[config.mk]
export PLATFORM = sky130hd
export DESIGN_NAME = pi_velocity_loop_with_feedforward_core
export DESIGN_NICKNAME = d
export VERILOG_FILES = /design/src/pivl_pkg.sv /design/src/pivl_mul.sv /design/src/pi_velocity_loop_with_feedforward_core.sv
export SDC_FILE = /design/constraint.sdc
export NUM_CORES = 2
export LEC_CHECK = 0
export ABC_AREA = 1
export BUFFER_PORTS_ARGS = -buffer_cell sky130_fd_sc_hd__buf_2
export CORE_MARGIN = 2
export CORE_UTILIZATION = 50
export DETAILED_ROUTE_END_ITERATION = 16
export PLACE_DENSITY = 0.7
export REMOVE_ABC_BUFFERS = 1
export SKIP_LAST_GASP = 1
export SLEW_MARGIN = 20
export SYNTH_ARGS = -nofsm -noshare
export SYNTH_HDL_FRONTEND = slang
export SYNTH_HIERARCHICAL = 1
export SYNTH_SLANG_ARGS = --single-unit
[constraint.sdc]
create_clock -name i_clk -period 7 [get_ports i_clk]
set_input_delay 1.4 -clock i_clk [delete_from_list [all_inputs] [get_ports i_clk]]
set_output_delay 1.4 -clock i_clk [all_outputs]
set_load 0.01 [all_outputs]
[src/pivl_pkg.sv]
// Shared types and constants for the PI velocity loop with feedforward.
`timescale 1ns / 1ps
`default_nettype none

package pivl_pkg;

    localparam int MUL_W  = 18;
    localparam int MUL_PW = 2 * MUL_W;

    localparam int RATIO_FRAC  = 14;
    localparam int TICK_FRAC   = 16;
    localparam int ANGLE_FRAC  = 13;
    localparam int SLOPE4_FRAC = 4;
    localparam int GAIN_FRAC   = 8;

    localparam int FIELD_W = 17;

    typedef enum logic [1:0] {
        OP_REMOTE  = 2'd0,
        OP_DIRECT  = 2'd1,
        OP_HOST    = 2'd2,
        OP_INVALID = 2'd3
    } t_op;

    typedef enum logic [2:0] {
        REG_PROP_GAIN     = 3'd0,
        REG_INTEG_GAIN    = 3'd1,
        REG_INTEG_LIMIT   = 3'd2,
        REG_TICK_PERIOD   = 3'd3,
        REG_SPEED_CEILING = 3'd4,
        REG_FF_SLOPE      = 3'd5,
        REG_FF_BIAS       = 3'd6,
        REG_STEER_SLOPE   = 3'd7
    } t_reg;

    localparam logic [15:0] RST_PROP_GAIN     = 16'd3840;
    localparam logic [15:0] RST_INTEG_GAIN    = 16'd256;
    localparam logic [14:0] RST_INTEG_LIMIT   = 15'd5120;
    localparam logic [15:0] RST_TICK_PERIOD   = 16'd655;
    localparam logic [14:0] RST_SPEED_CEILING = 15'd3072;
    localparam logic [15:0] RST_FF_SLOPE      = 16'd2764;
    localparam logic [15:0] RST_FF_BIAS       = 16'd622;
    localparam logic [15:0] RST_STEER_SLOPE   = 16'hB324;

    typedef enum logic [9:0] {
        ST_IDLE    = 10'b00_0000_0001,
        ST_MUL_TGT = 10'b00_0000_0010,
        ST_ERR     = 10'b00_0000_0100,
        ST_MUL_INT = 10'b00_0000_1000,
        ST_INT     = 10'b00_0001_0000,
        ST_MUL_FF  = 10'b00_0010_0000,
        ST_ACC_FF  = 10'b00_0100_0000,
        ST_MUL_I   = 10'b00_1000_0000,
        ST_ACC_I   = 10'b01_0000_0000,
        ST_DONE    = 10'b10_0000_0000
    } t_state;

endpackage

`default_nettype wire

[src/pivl_mul.sv]
// Shared signed multiplier with registered product.
`timescale 1ns / 1ps
`default_nettype none

module pivl_mul (
    input  wire                                  i_clk,
    input  wire logic signed [pivl_pkg::MUL_W-1:0]  i_a,
    input  wire logic signed [pivl_pkg::MUL_W-1:0]  i_b,
    output logic signed [pivl_pkg::MUL_PW-1:0]      o_prod
);
    import pivl_pkg::*;

    logic signed [MUL_PW-1:0] r_prod;

    always_ff @(posedge i_clk) begin
        r_prod <= i_a * i_b;
    end

    assign o_prod = r_prod;

endmodule

`default_nettype wire

[src/pi_velocity_loop_with_feedforward_core.sv]
// Top level: sequenced PI velocity loop with feedforward and clamped integrator.
// One shared 18x18 multiplier is stepped through five products by the sequencer in velocity modes;
// direct mode skips them. A new item is taken only in the idle state, after the last one is done.
// Input is taken while a finished result waits; the next result holds until that one goes.
// Reset (synchronous, active low) clears the integrator and loads register defaults.
`timescale 1ns / 1ps
`default_nettype none

module pi_velocity_loop_with_feedforward_core #(
    parameter int VEL_FRAC_BITS = 10,
    parameter int CMD_WIDTH     = 16
) (
    input  wire               i_clk,
    input  wire               i_rst_n,
    input  wire               i_cfg_valid,
    output logic              o_cfg_ready,
    input  wire  [2:0]        i_cfg_index,
    input  wire  [15:0]       i_cfg_data,
    input  wire               i_in_valid,
    output logic              o_in_ready,
    input  wire  [1:0]        i_operation,
    input  wire  signed [15:0] i_measured_speed,
    input  wire  signed [15:0] i_host_speed,
    input  wire  signed [15:0] i_host_angle,
    input  wire  signed [15:0] i_remote_ratio,
    input  wire  signed [15:0] i_remote_steer,
    input  wire  [15:0]       i_remote_throttle_raw,
    input  wire  [15:0]       i_remote_steer_raw,
    output logic              o_out_valid,
    input  wire               i_out_ready,
    output logic signed [16:0] o_motor_cmd,
    output logic signed [16:0] o_servo_cmd,
    output logic              o_is_direct,
    output logic signed [16:0] o_speed_error,
    output logic signed [15:0] o_integ_value,
    output logic signed [15:0] o_ff_term,
    output logic              o_saturated
);
    import pivl_pkg::*;

    localparam int ACC_W   = 40;
    localparam int FRAC    = GAIN_FRAC + VEL_FRAC_BITS;
    localparam int BIAS_SH = FRAC - SLOPE4_FRAC;
    localparam int SERVO_SH = SLOPE4_FRAC + ANGLE_FRAC;

    localparam logic signed [ACC_W-1:0] FRAC_MASK = (ACC_W'(1) <<< FRAC) - ACC_W'(1);
    localparam logic signed [ACC_W-1:0] CMD_HI = (ACC_W'(1) <<< (CMD_WIDTH - 1)) - ACC_W'(1);
    localparam logic signed [ACC_W-1:0] CMD_LO = ~CMD_HI;
    localparam logic signed [ACC_W-1:0] A16_MAX = ACC_W'(32767);
    localparam logic signed [ACC_W-1:0] A16_MIN = ~A16_MAX;
    localparam logic signed [MUL_PW-1:0] P16_MAX = MUL_PW'(32767);
    localparam logic signed [MUL_PW-1:0] P16_MIN = ~P16_MAX;
    localparam logic signed [MUL_PW-1:0] SERVO_MASK = (MUL_PW'(1) <<< SERVO_SH) - MUL_PW'(1);

    // configuration registers
    logic [15:0] r_prop_gain, r_integ_gain, r_tick_period;
    logic [14:0] r_integ_limit, r_speed_ceiling;
    logic signed [15:0] r_ff_slope, r_ff_bias, r_steer_slope;

    // sequencer and item registers
    t_state r_state;
    logic   r_host, r_direct;
    logic signed [15:0] r_measured, r_host_speed, r_angle, r_ratio, r_rsteer;
    logic [15:0] r_raw_thr, r_raw_steer;
    logic signed [15:0] r_target;
    logic signed [16:0] r_err, r_servo;
    logic signed [15:0] r_integ;
    logic signed [15:0] r_ff_int;
    logic signed [ACC_W-1:0] r_acc;

    // output register
    logic r_out_valid;
    logic signed [16:0] r_motor_o, r_servo_o, r_err_o;
    logic signed [15:0] r_integ_o, r_ff_o;
    logic r_direct_o, r_sat_o;

    logic signed [MUL_W-1:0]  mul_a, mul_b;
    logic signed [MUL_PW-1:0] prod;

    logic signed [MUL_PW-1:0] tgt_wide, servo_rnd, servo_wide, step_wide, isum, lim_p, lim_n;
    logic signed [15:0] tgt_sel;
    logic signed [ACC_W-1:0] prod_ext, bias_ext, acc_rnd, acc_trunc, cmd_clamped;
    logic out_free, cmd_sat;

    pivl_mul u_mul (
        .i_clk  (i_clk),
        .i_a    (mul_a),
        .i_b    (mul_b),
        .o_prod (prod)
    );

    assign o_cfg_ready = 1'b1;
    assign o_in_ready  = (r_state == ST_IDLE);
    assign out_free    = !r_out_valid || i_out_ready;

    always_comb begin
        mul_a = '0;
        mul_b = '0;
        case (r_state)
            ST_MUL_TGT: begin
                if (r_host) begin
                    mul_a = MUL_W'(r_steer_slope);
                    mul_b = MUL_W'(r_angle);
                end else begin
                    mul_a = MUL_W'({1'b0, r_speed_ceiling});
                    mul_b = MUL_W'(r_ratio);
                end
            end
            ST_MUL_INT: begin
                mul_a = MUL_W'(r_err);
                mul_b = MUL_W'({1'b0, r_tick_period});
            end
            ST_MUL_FF: begin
                mul_a = MUL_W'(r_ff_slope);
                mul_b = MUL_W'(r_target);
            end
            ST_ACC_FF: begin
                mul_a = MUL_W'({1'b0, r_prop_gain});
                mul_b = MUL_W'(r_err);
            end
            ST_MUL_I: begin
                mul_a = MUL_W'({1'b0, r_integ_gain});
                mul_b = MUL_W'(r_integ);
            end
            default: begin
                mul_a = '0;
                mul_b = '0;
            end
        endcase
    end

    always_comb begin
        tgt_wide = prod >>> RATIO_FRAC;
        if (tgt_wide > P16_MAX) begin
            tgt_sel = 16'sh7FFF;
        end else if (tgt_wide < P16_MIN) begin
            tgt_sel = -16'sh8000;
        end else begin
            tgt_sel = tgt_wide[15:0];
        end
        if (r_host) begin
            tgt_sel = r_host_speed;
        end

        servo_rnd  = prod + (prod[MUL_PW-1] ? SERVO_MASK : '0);
        servo_wide = servo_rnd >>> SERVO_SH;

        step_wide = prod >>> TICK_FRAC;
        isum      = step_wide + MUL_PW'(r_integ);
        lim_p     = MUL_PW'({1'b0, r_integ_limit});
        lim_n     = -lim_p;

        prod_ext  = ACC_W'(prod);
        bias_ext  = ACC_W'(r_ff_bias) <<< BIAS_SH;
        acc_rnd   = r_acc + (r_acc[ACC_W-1] ? FRAC_MASK : '0);
        acc_trunc = acc_rnd >>> FRAC;

        cmd_sat = (acc_trunc > CMD_HI) || (acc_trunc < CMD_LO);
        if (acc_trunc > CMD_HI) begin
            cmd_clamped = CMD_HI;
        end else if (acc_trunc < CMD_LO) begin
            cmd_clamped = CMD_LO;
        end else begin
            cmd_clamped = acc_trunc;
        end
    end

    always_ff @(posedge i_clk) begin
        if (!i_rst_n) begin
            r_prop_gain     <= RST_PROP_GAIN;
            r_integ_gain    <= RST_INTEG_GAIN;
            r_integ_limit   <= RST_INTEG_LIMIT;
            r_tick_period   <= RST_TICK_PERIOD;
            r_speed_ceiling <= RST_SPEED_CEILING;
            r_ff_slope      <= RST_FF_SLOPE;
            r_ff_bias       <= RST_FF_BIAS;
            r_steer_slope   <= RST_STEER_SLOPE;
        end else if (i_cfg_valid && o_cfg_ready) begin
            case (t_reg'(i_cfg_index))
                REG_PROP_GAIN:     r_prop_gain     <= i_cfg_data;
                REG_INTEG_GAIN:    r_integ_gain    <= i_cfg_data;
                REG_INTEG_LIMIT:   r_integ_limit   <= i_cfg_data[14:0];
                REG_TICK_PERIOD:   r_tick_period   <= i_cfg_data;
                REG_SPEED_CEILING: r_speed_ceiling <= i_cfg_data[14:0];
                REG_FF_SLOPE:      r_ff_slope      <= i_cfg_data;
                REG_FF_BIAS:       r_ff_bias       <= i_cfg_data;
                REG_STEER_SLOPE:   r_steer_slope   <= i_cfg_data;
                default: begin
                end
            endcase
        end
    end

    always_ff @(posedge i_clk) begin
        if (!i_rst_n) begin
            r_state     <= ST_IDLE;
            r_integ     <= '0;
            r_out_valid <= 1'b0;
        end else begin
            if (r_state == ST_DONE && out_free) begin
                r_out_valid <= 1'b1;
            end else if (r_out_valid && i_out_ready) begin
                r_out_valid <= 1'b0;
            end
            case (r_state)
                ST_IDLE: begin
                    if (i_in_valid) begin
                        r_direct <= (t_op'(i_operation) == OP_DIRECT);
                        r_host   <= (t_op'(i_operation) == OP_HOST);
                        if (t_op'(i_operation) == OP_DIRECT) begin
                            r_integ <= '0;
                            r_state <= ST_DONE;
                        end else begin
                            r_state <= ST_MUL_TGT;
                        end
                    end
                end
                ST_MUL_TGT: r_state <= ST_ERR;
                ST_ERR: begin
                    r_target <= tgt_sel;
                    r_err    <= 17'(tgt_sel) - 17'(r_measured);
                    r_servo  <= r_host ? servo_wide[16:0] : 17'(r_rsteer);
                    r_state  <= ST_MUL_INT;
                end
                ST_MUL_INT: r_state <= ST_INT;
                ST_INT: begin
                    if (isum > lim_p) begin
                        r_integ <= lim_p[15:0];
                    end else if (isum < lim_n) begin
                        r_integ <= lim_n[15:0];
                    end else begin
                        r_integ <= isum[15:0];
                    end
                    r_acc   <= bias_ext;
                    r_state <= ST_MUL_FF;
                end
                ST_MUL_FF: r_state <= ST_ACC_FF;
                ST_ACC_FF: begin
                    r_acc   <= r_acc + prod_ext;
                    r_state <= ST_MUL_I;
                end
                ST_MUL_I: begin
                    if (acc_trunc > A16_MAX) begin
                        r_ff_int <= 16'sh7FFF;
                    end else if (acc_trunc < A16_MIN) begin
                        r_ff_int <= -16'sh8000;
                    end else begin
                        r_ff_int <= acc_trunc[15:0];
                    end
                    r_acc   <= r_acc + prod_ext;
                    r_state <= ST_ACC_I;
                end
                ST_ACC_I: begin
                    r_acc   <= r_acc + prod_ext;
                    r_state <= ST_DONE;
                end
                ST_DONE: begin
                    if (out_free) begin
                        r_state <= ST_IDLE;
                    end
                end
                default: r_state <= ST_IDLE;
            endcase
        end
    end

    // capture item payload and load the result register
    always_ff @(posedge i_clk) begin
        if (r_state == ST_IDLE && i_in_valid) begin
            r_measured   <= i_measured_speed;
            r_host_speed <= i_host_speed;
            r_angle      <= i_host_angle;
            r_ratio      <= i_remote_ratio;
            r_rsteer     <= i_remote_steer;
            r_raw_thr    <= i_remote_throttle_raw;
            r_raw_steer  <= i_remote_steer_raw;
        end
        if (r_state == ST_DONE && out_free) begin
            r_direct_o <= r_direct;
            if (r_direct) begin
                r_motor_o <= {1'b0, r_raw_thr};
                r_servo_o <= {1'b0, r_raw_steer};
                r_err_o   <= '0;
                r_integ_o <= '0;
                r_ff_o    <= '0;
                r_sat_o   <= 1'b0;
            end else begin
                r_motor_o <= cmd_clamped[16:0];
                r_servo_o <= r_servo;
                r_err_o   <= r_err;
                r_integ_o <= r_integ;
                r_ff_o    <= r_ff_int;
                r_sat_o   <= cmd_sat;
            end
        end
    end

    assign o_out_valid   = r_out_valid;
    assign o_motor_cmd   = r_motor_o;
    assign o_servo_cmd   = r_servo_o;
    assign o_is_direct   = r_direct_o;
    assign o_speed_error = r_err_o;
    assign o_integ_value = r_integ_o;
    assign o_ff_term     = r_ff_o;
    assign o_saturated   = r_sat_o;

endmodule

`default_nettype wire

==> flow_metrics.tcl <==
set metrics [dict create \
    status "finished clean" \
    hold_class "reg -> reg" \
    ys_ff_latch 494 \
    crit_type "reg -> reg" \
    die_w_microns 282.9 \
    clockRootBuffer "clkbuf_16" \
    chipHeight_microns 282.9 \
    routabilityCongestion 0.9575 \
    clk_pin_slew_ps 70 \
    post_dp_cell_area_sq_um 41770 \
    internal_power_mw 5.324 \
    grt_antenna_before_repair 6 \
    nNetsFinal 5743 \
    busiest_layer "met2" \
    fin_area_sq_um 44430 \
    end_kind "register" \
    post-route-util 0.5754 \
    rsz0062_at_grt "true" \
    finClkSkew_ps 22.82 \
    met1_usage 0.3752 \
    synth-async-reset-ratio 0 \
    critPathSlowestCell "fa_2" \
    cts_max_path_buffers 3 \
    die_area_sq_um 80020 \
    post-route-period-util 0.9645 \
    synth_top_area_frac 0.2355 \
    numCtsBuffers 56 \
    pwr-share-seq 0.460 \
    dp_hpwl_mm 85.77 \
    pwr-share-clk 0.450 \
    htree_levels 2 \
    avgSynthCellArea_sq_um 8.149 \
    crit_required_ps 7510 \
    cp_slowest_stage_delay_ps 570 \
    met3_usage 0.04594 \
    synth-edff-count 305 \
    wl_per_cell_microns 18.65 \
    grt_pass1_vias 31400 \
    synthTopCellsByArea "edfxtp_1 (24%), fa_1 (17%), nand2_1 (11%)" \
    worstMarginPinSlew_ps 1341 \
    worst-r2r-setup-slack_ps 250 \
    cp_common_cell "inv_1" \
    insertion_delay_ps 630 \
    yosysSeqAreaShare 0.3328 \
    grt_max_degree 119 \
    relSlewSlack 0.09640 \
    io_pins 226 \
    cap_viol_max_count 0 \
    fin_hold_ws_ps 455.9 \
    overflow 0 \
    syn_area_sq_um 38890 \
    crit_path_start_kind "register" \
    synthDistinctLibCells 58 \
    hold_violations 0 \
    p_comb_frac 0.090 \
    synth.most_common_cell "nand2_1" \
    ir_drop_mv 0.1780 \
    first_iter_violations 2908 \
    cts_tree "yes" \
    met2_usage 0.4622 \
    period_needed_ps 6751 \
    path_delay_family "adder cells" \
    arrival_ps 7270 \
    slew_viol_final 0 \
    via_per_inst 5.315 \
    synth_top_area_cell "edfxtp_1" \
    p_leak_nw 22.68 \
    fillCellCount 6892 \
    row_count 102 \
    coreArea_sq_um 77210 \
    start_util 0.5036 \
    cts_sinks 494 \
    portBuffers 224 \
    worst-path-buf-inv 13 \
    multi_input_area_sq_um 21950 \
    synthCells 4772 \
    firstDrtPassIters 8 \
    final_layout_size_suffix_gt1_frac 0.1302 \
    p_switching_mw 1.759 \
    synth_commonest_cells "nand2_1 (1,121), inv_1 (954), nor2_1 (429)" \
    register_area_sq_um 12940 \
    power.density_nw_per_um2 159.4 \
    antenna_left 0 \
    finalWirelength_mm 114.1 \
    yosysWarnings 6 \
    swShare 0.2483 \
    drc 0 \
    worstPathMaxFanout 15 \
    grtUsageTotal 0.2823 \
    grt_pass1_wl_mm 174.0 \
    ys.flop_type "edfxtp_1" \
    vias 32520 \
    max_freq_mhz 148.1 \
    syn_to_final_growth_pct 14.25 \
    setup_viol 0 \
    tns_ps 0 \
]
cells by family after synthesis:
logic type | Yosys count | synth area share
and+or+nand+nor | 1888 | 0.2010
buffers and inverters | 1153 | 0.1122
AOI/OAI and AO/OA | 580 | 0.08642
adders and majority gates | 576 | 0.2494
DFF | 494 | 0.3328
xor gates and xnor gates | 80 | 0.01802
other | 1 | 0.00009643
tightest hold or removal path, delay by kind of cell, from the launching register on:
kind	cells	cell delay, ps
flops	1	320
simple gates	2	100
sequential cells by signal, indices dropped and copies added (netlist names), 17 cells and up:
signal and count:
o_motor_cmd 17, o_servo_cmd 17, o_speed_error 17, r_acc 40, r_err 17, r_servo 17
u_mul/o_prod 36
worst paths after layout:
path / cells after the start / from / end
max: 35 / r_state[4]$_SDFFE_PN0P_ / u_mul/o_prod[33]$_DFF_P_
min: 2 / r_ff_slope[7]$_SDFFE_PN1P_ / r_ff_slope[7]$_SDFFE_PN1P_
max reg2reg: 35 / r_state[4]$_SDFFE_PN0P_ / u_mul/o_prod[33]$_DFF_P_
min reg2reg: 2 / r_ff_slope[7]$_SDFFE_PN1P_ / r_ff_slope[7]$_SDFFE_PN1P_
cell type report:
type / instances / area share
Inverter: 975 / 0.08263
Timing Repair inverter: 2 / 0.0002816
Tap cell: 1040 / 0.02929
Clock buffer: 69 / 0.03450
Timing Repair Buffer: 374 / 0.05706
Clock inverter: 37 / 0.01073
Sequential cell: 494 / 0.2913
Multi-Input combinational cell: 3126 / 0.4941
Antenna cell: 2 / 0.0001126
layer usage:
layer  vias to the layer above  routed length (microns)
met4                         8                     4812
met5                         -                       46
met1                     15570                    46270
met3                       236                     9832
met2                      1259                    53150
li1                      15450                        -
power by group through the flow:
stage,clock (mW),combinational [mW],sequential [mW]
2_1_floorplan,0,0.358,3.32
6_report,3.19,0.637,3.26
4_1_cts,3.23,0.621,3.26
5_1_grt,3.33,0.703,3.26
3_5_place_dp,0,0.616,3.32
3_3_place_gp,0,0.604,3.31
cell usage in the layout, fill, tap and decap left out, types with 23 or more instances in the layout:
cell type,netlist,final
a21oi_1,228,210
a21oi_2,11,28
a221oi_1,31,23
a31oi_1,24,24
buf_2,2,223
buf_4,2,123
clkbuf_16,0,59
dfxtp_1,189,189
edfxtp_1,305,305
fa_1,332,326
ha_1,244,233
inv_1,954,946
nand2_1,1121,1112
nand2_2,20,28
nand3_1,164,163
nand4_1,41,41
nor2_1,429,418
nor3_1,31,29
o211ai_1,36,36
o21ai_0,186,184
or2_2,26,26
xnor2_1,24,24
xor2_1,56,56
metrics by stage:
stage,worst slack [ps],power (mW),std cells
6_report,248.7,7.082,6119
5_1_grt,-75.93,7.299,6118
4_1_cts,27.18,7.107,6087
3_5_place_dp,-27.21,3.932,5977
3_3_place_gp,37.13,3.918,5977
2_1_floorplan,-1060,3.682,4594
repair_timing:
item / 4_1_cts / 5_1_grt
resized for setup: 3 / 90
setup endpoints to repair: 6 / 23
hold buffers: 0 / 0
pin swaps: 2 / 20
cloned: 0 / 3
setup buffers: 4 / 27
No activity file was read; power rests on OpenSTA's default activity.
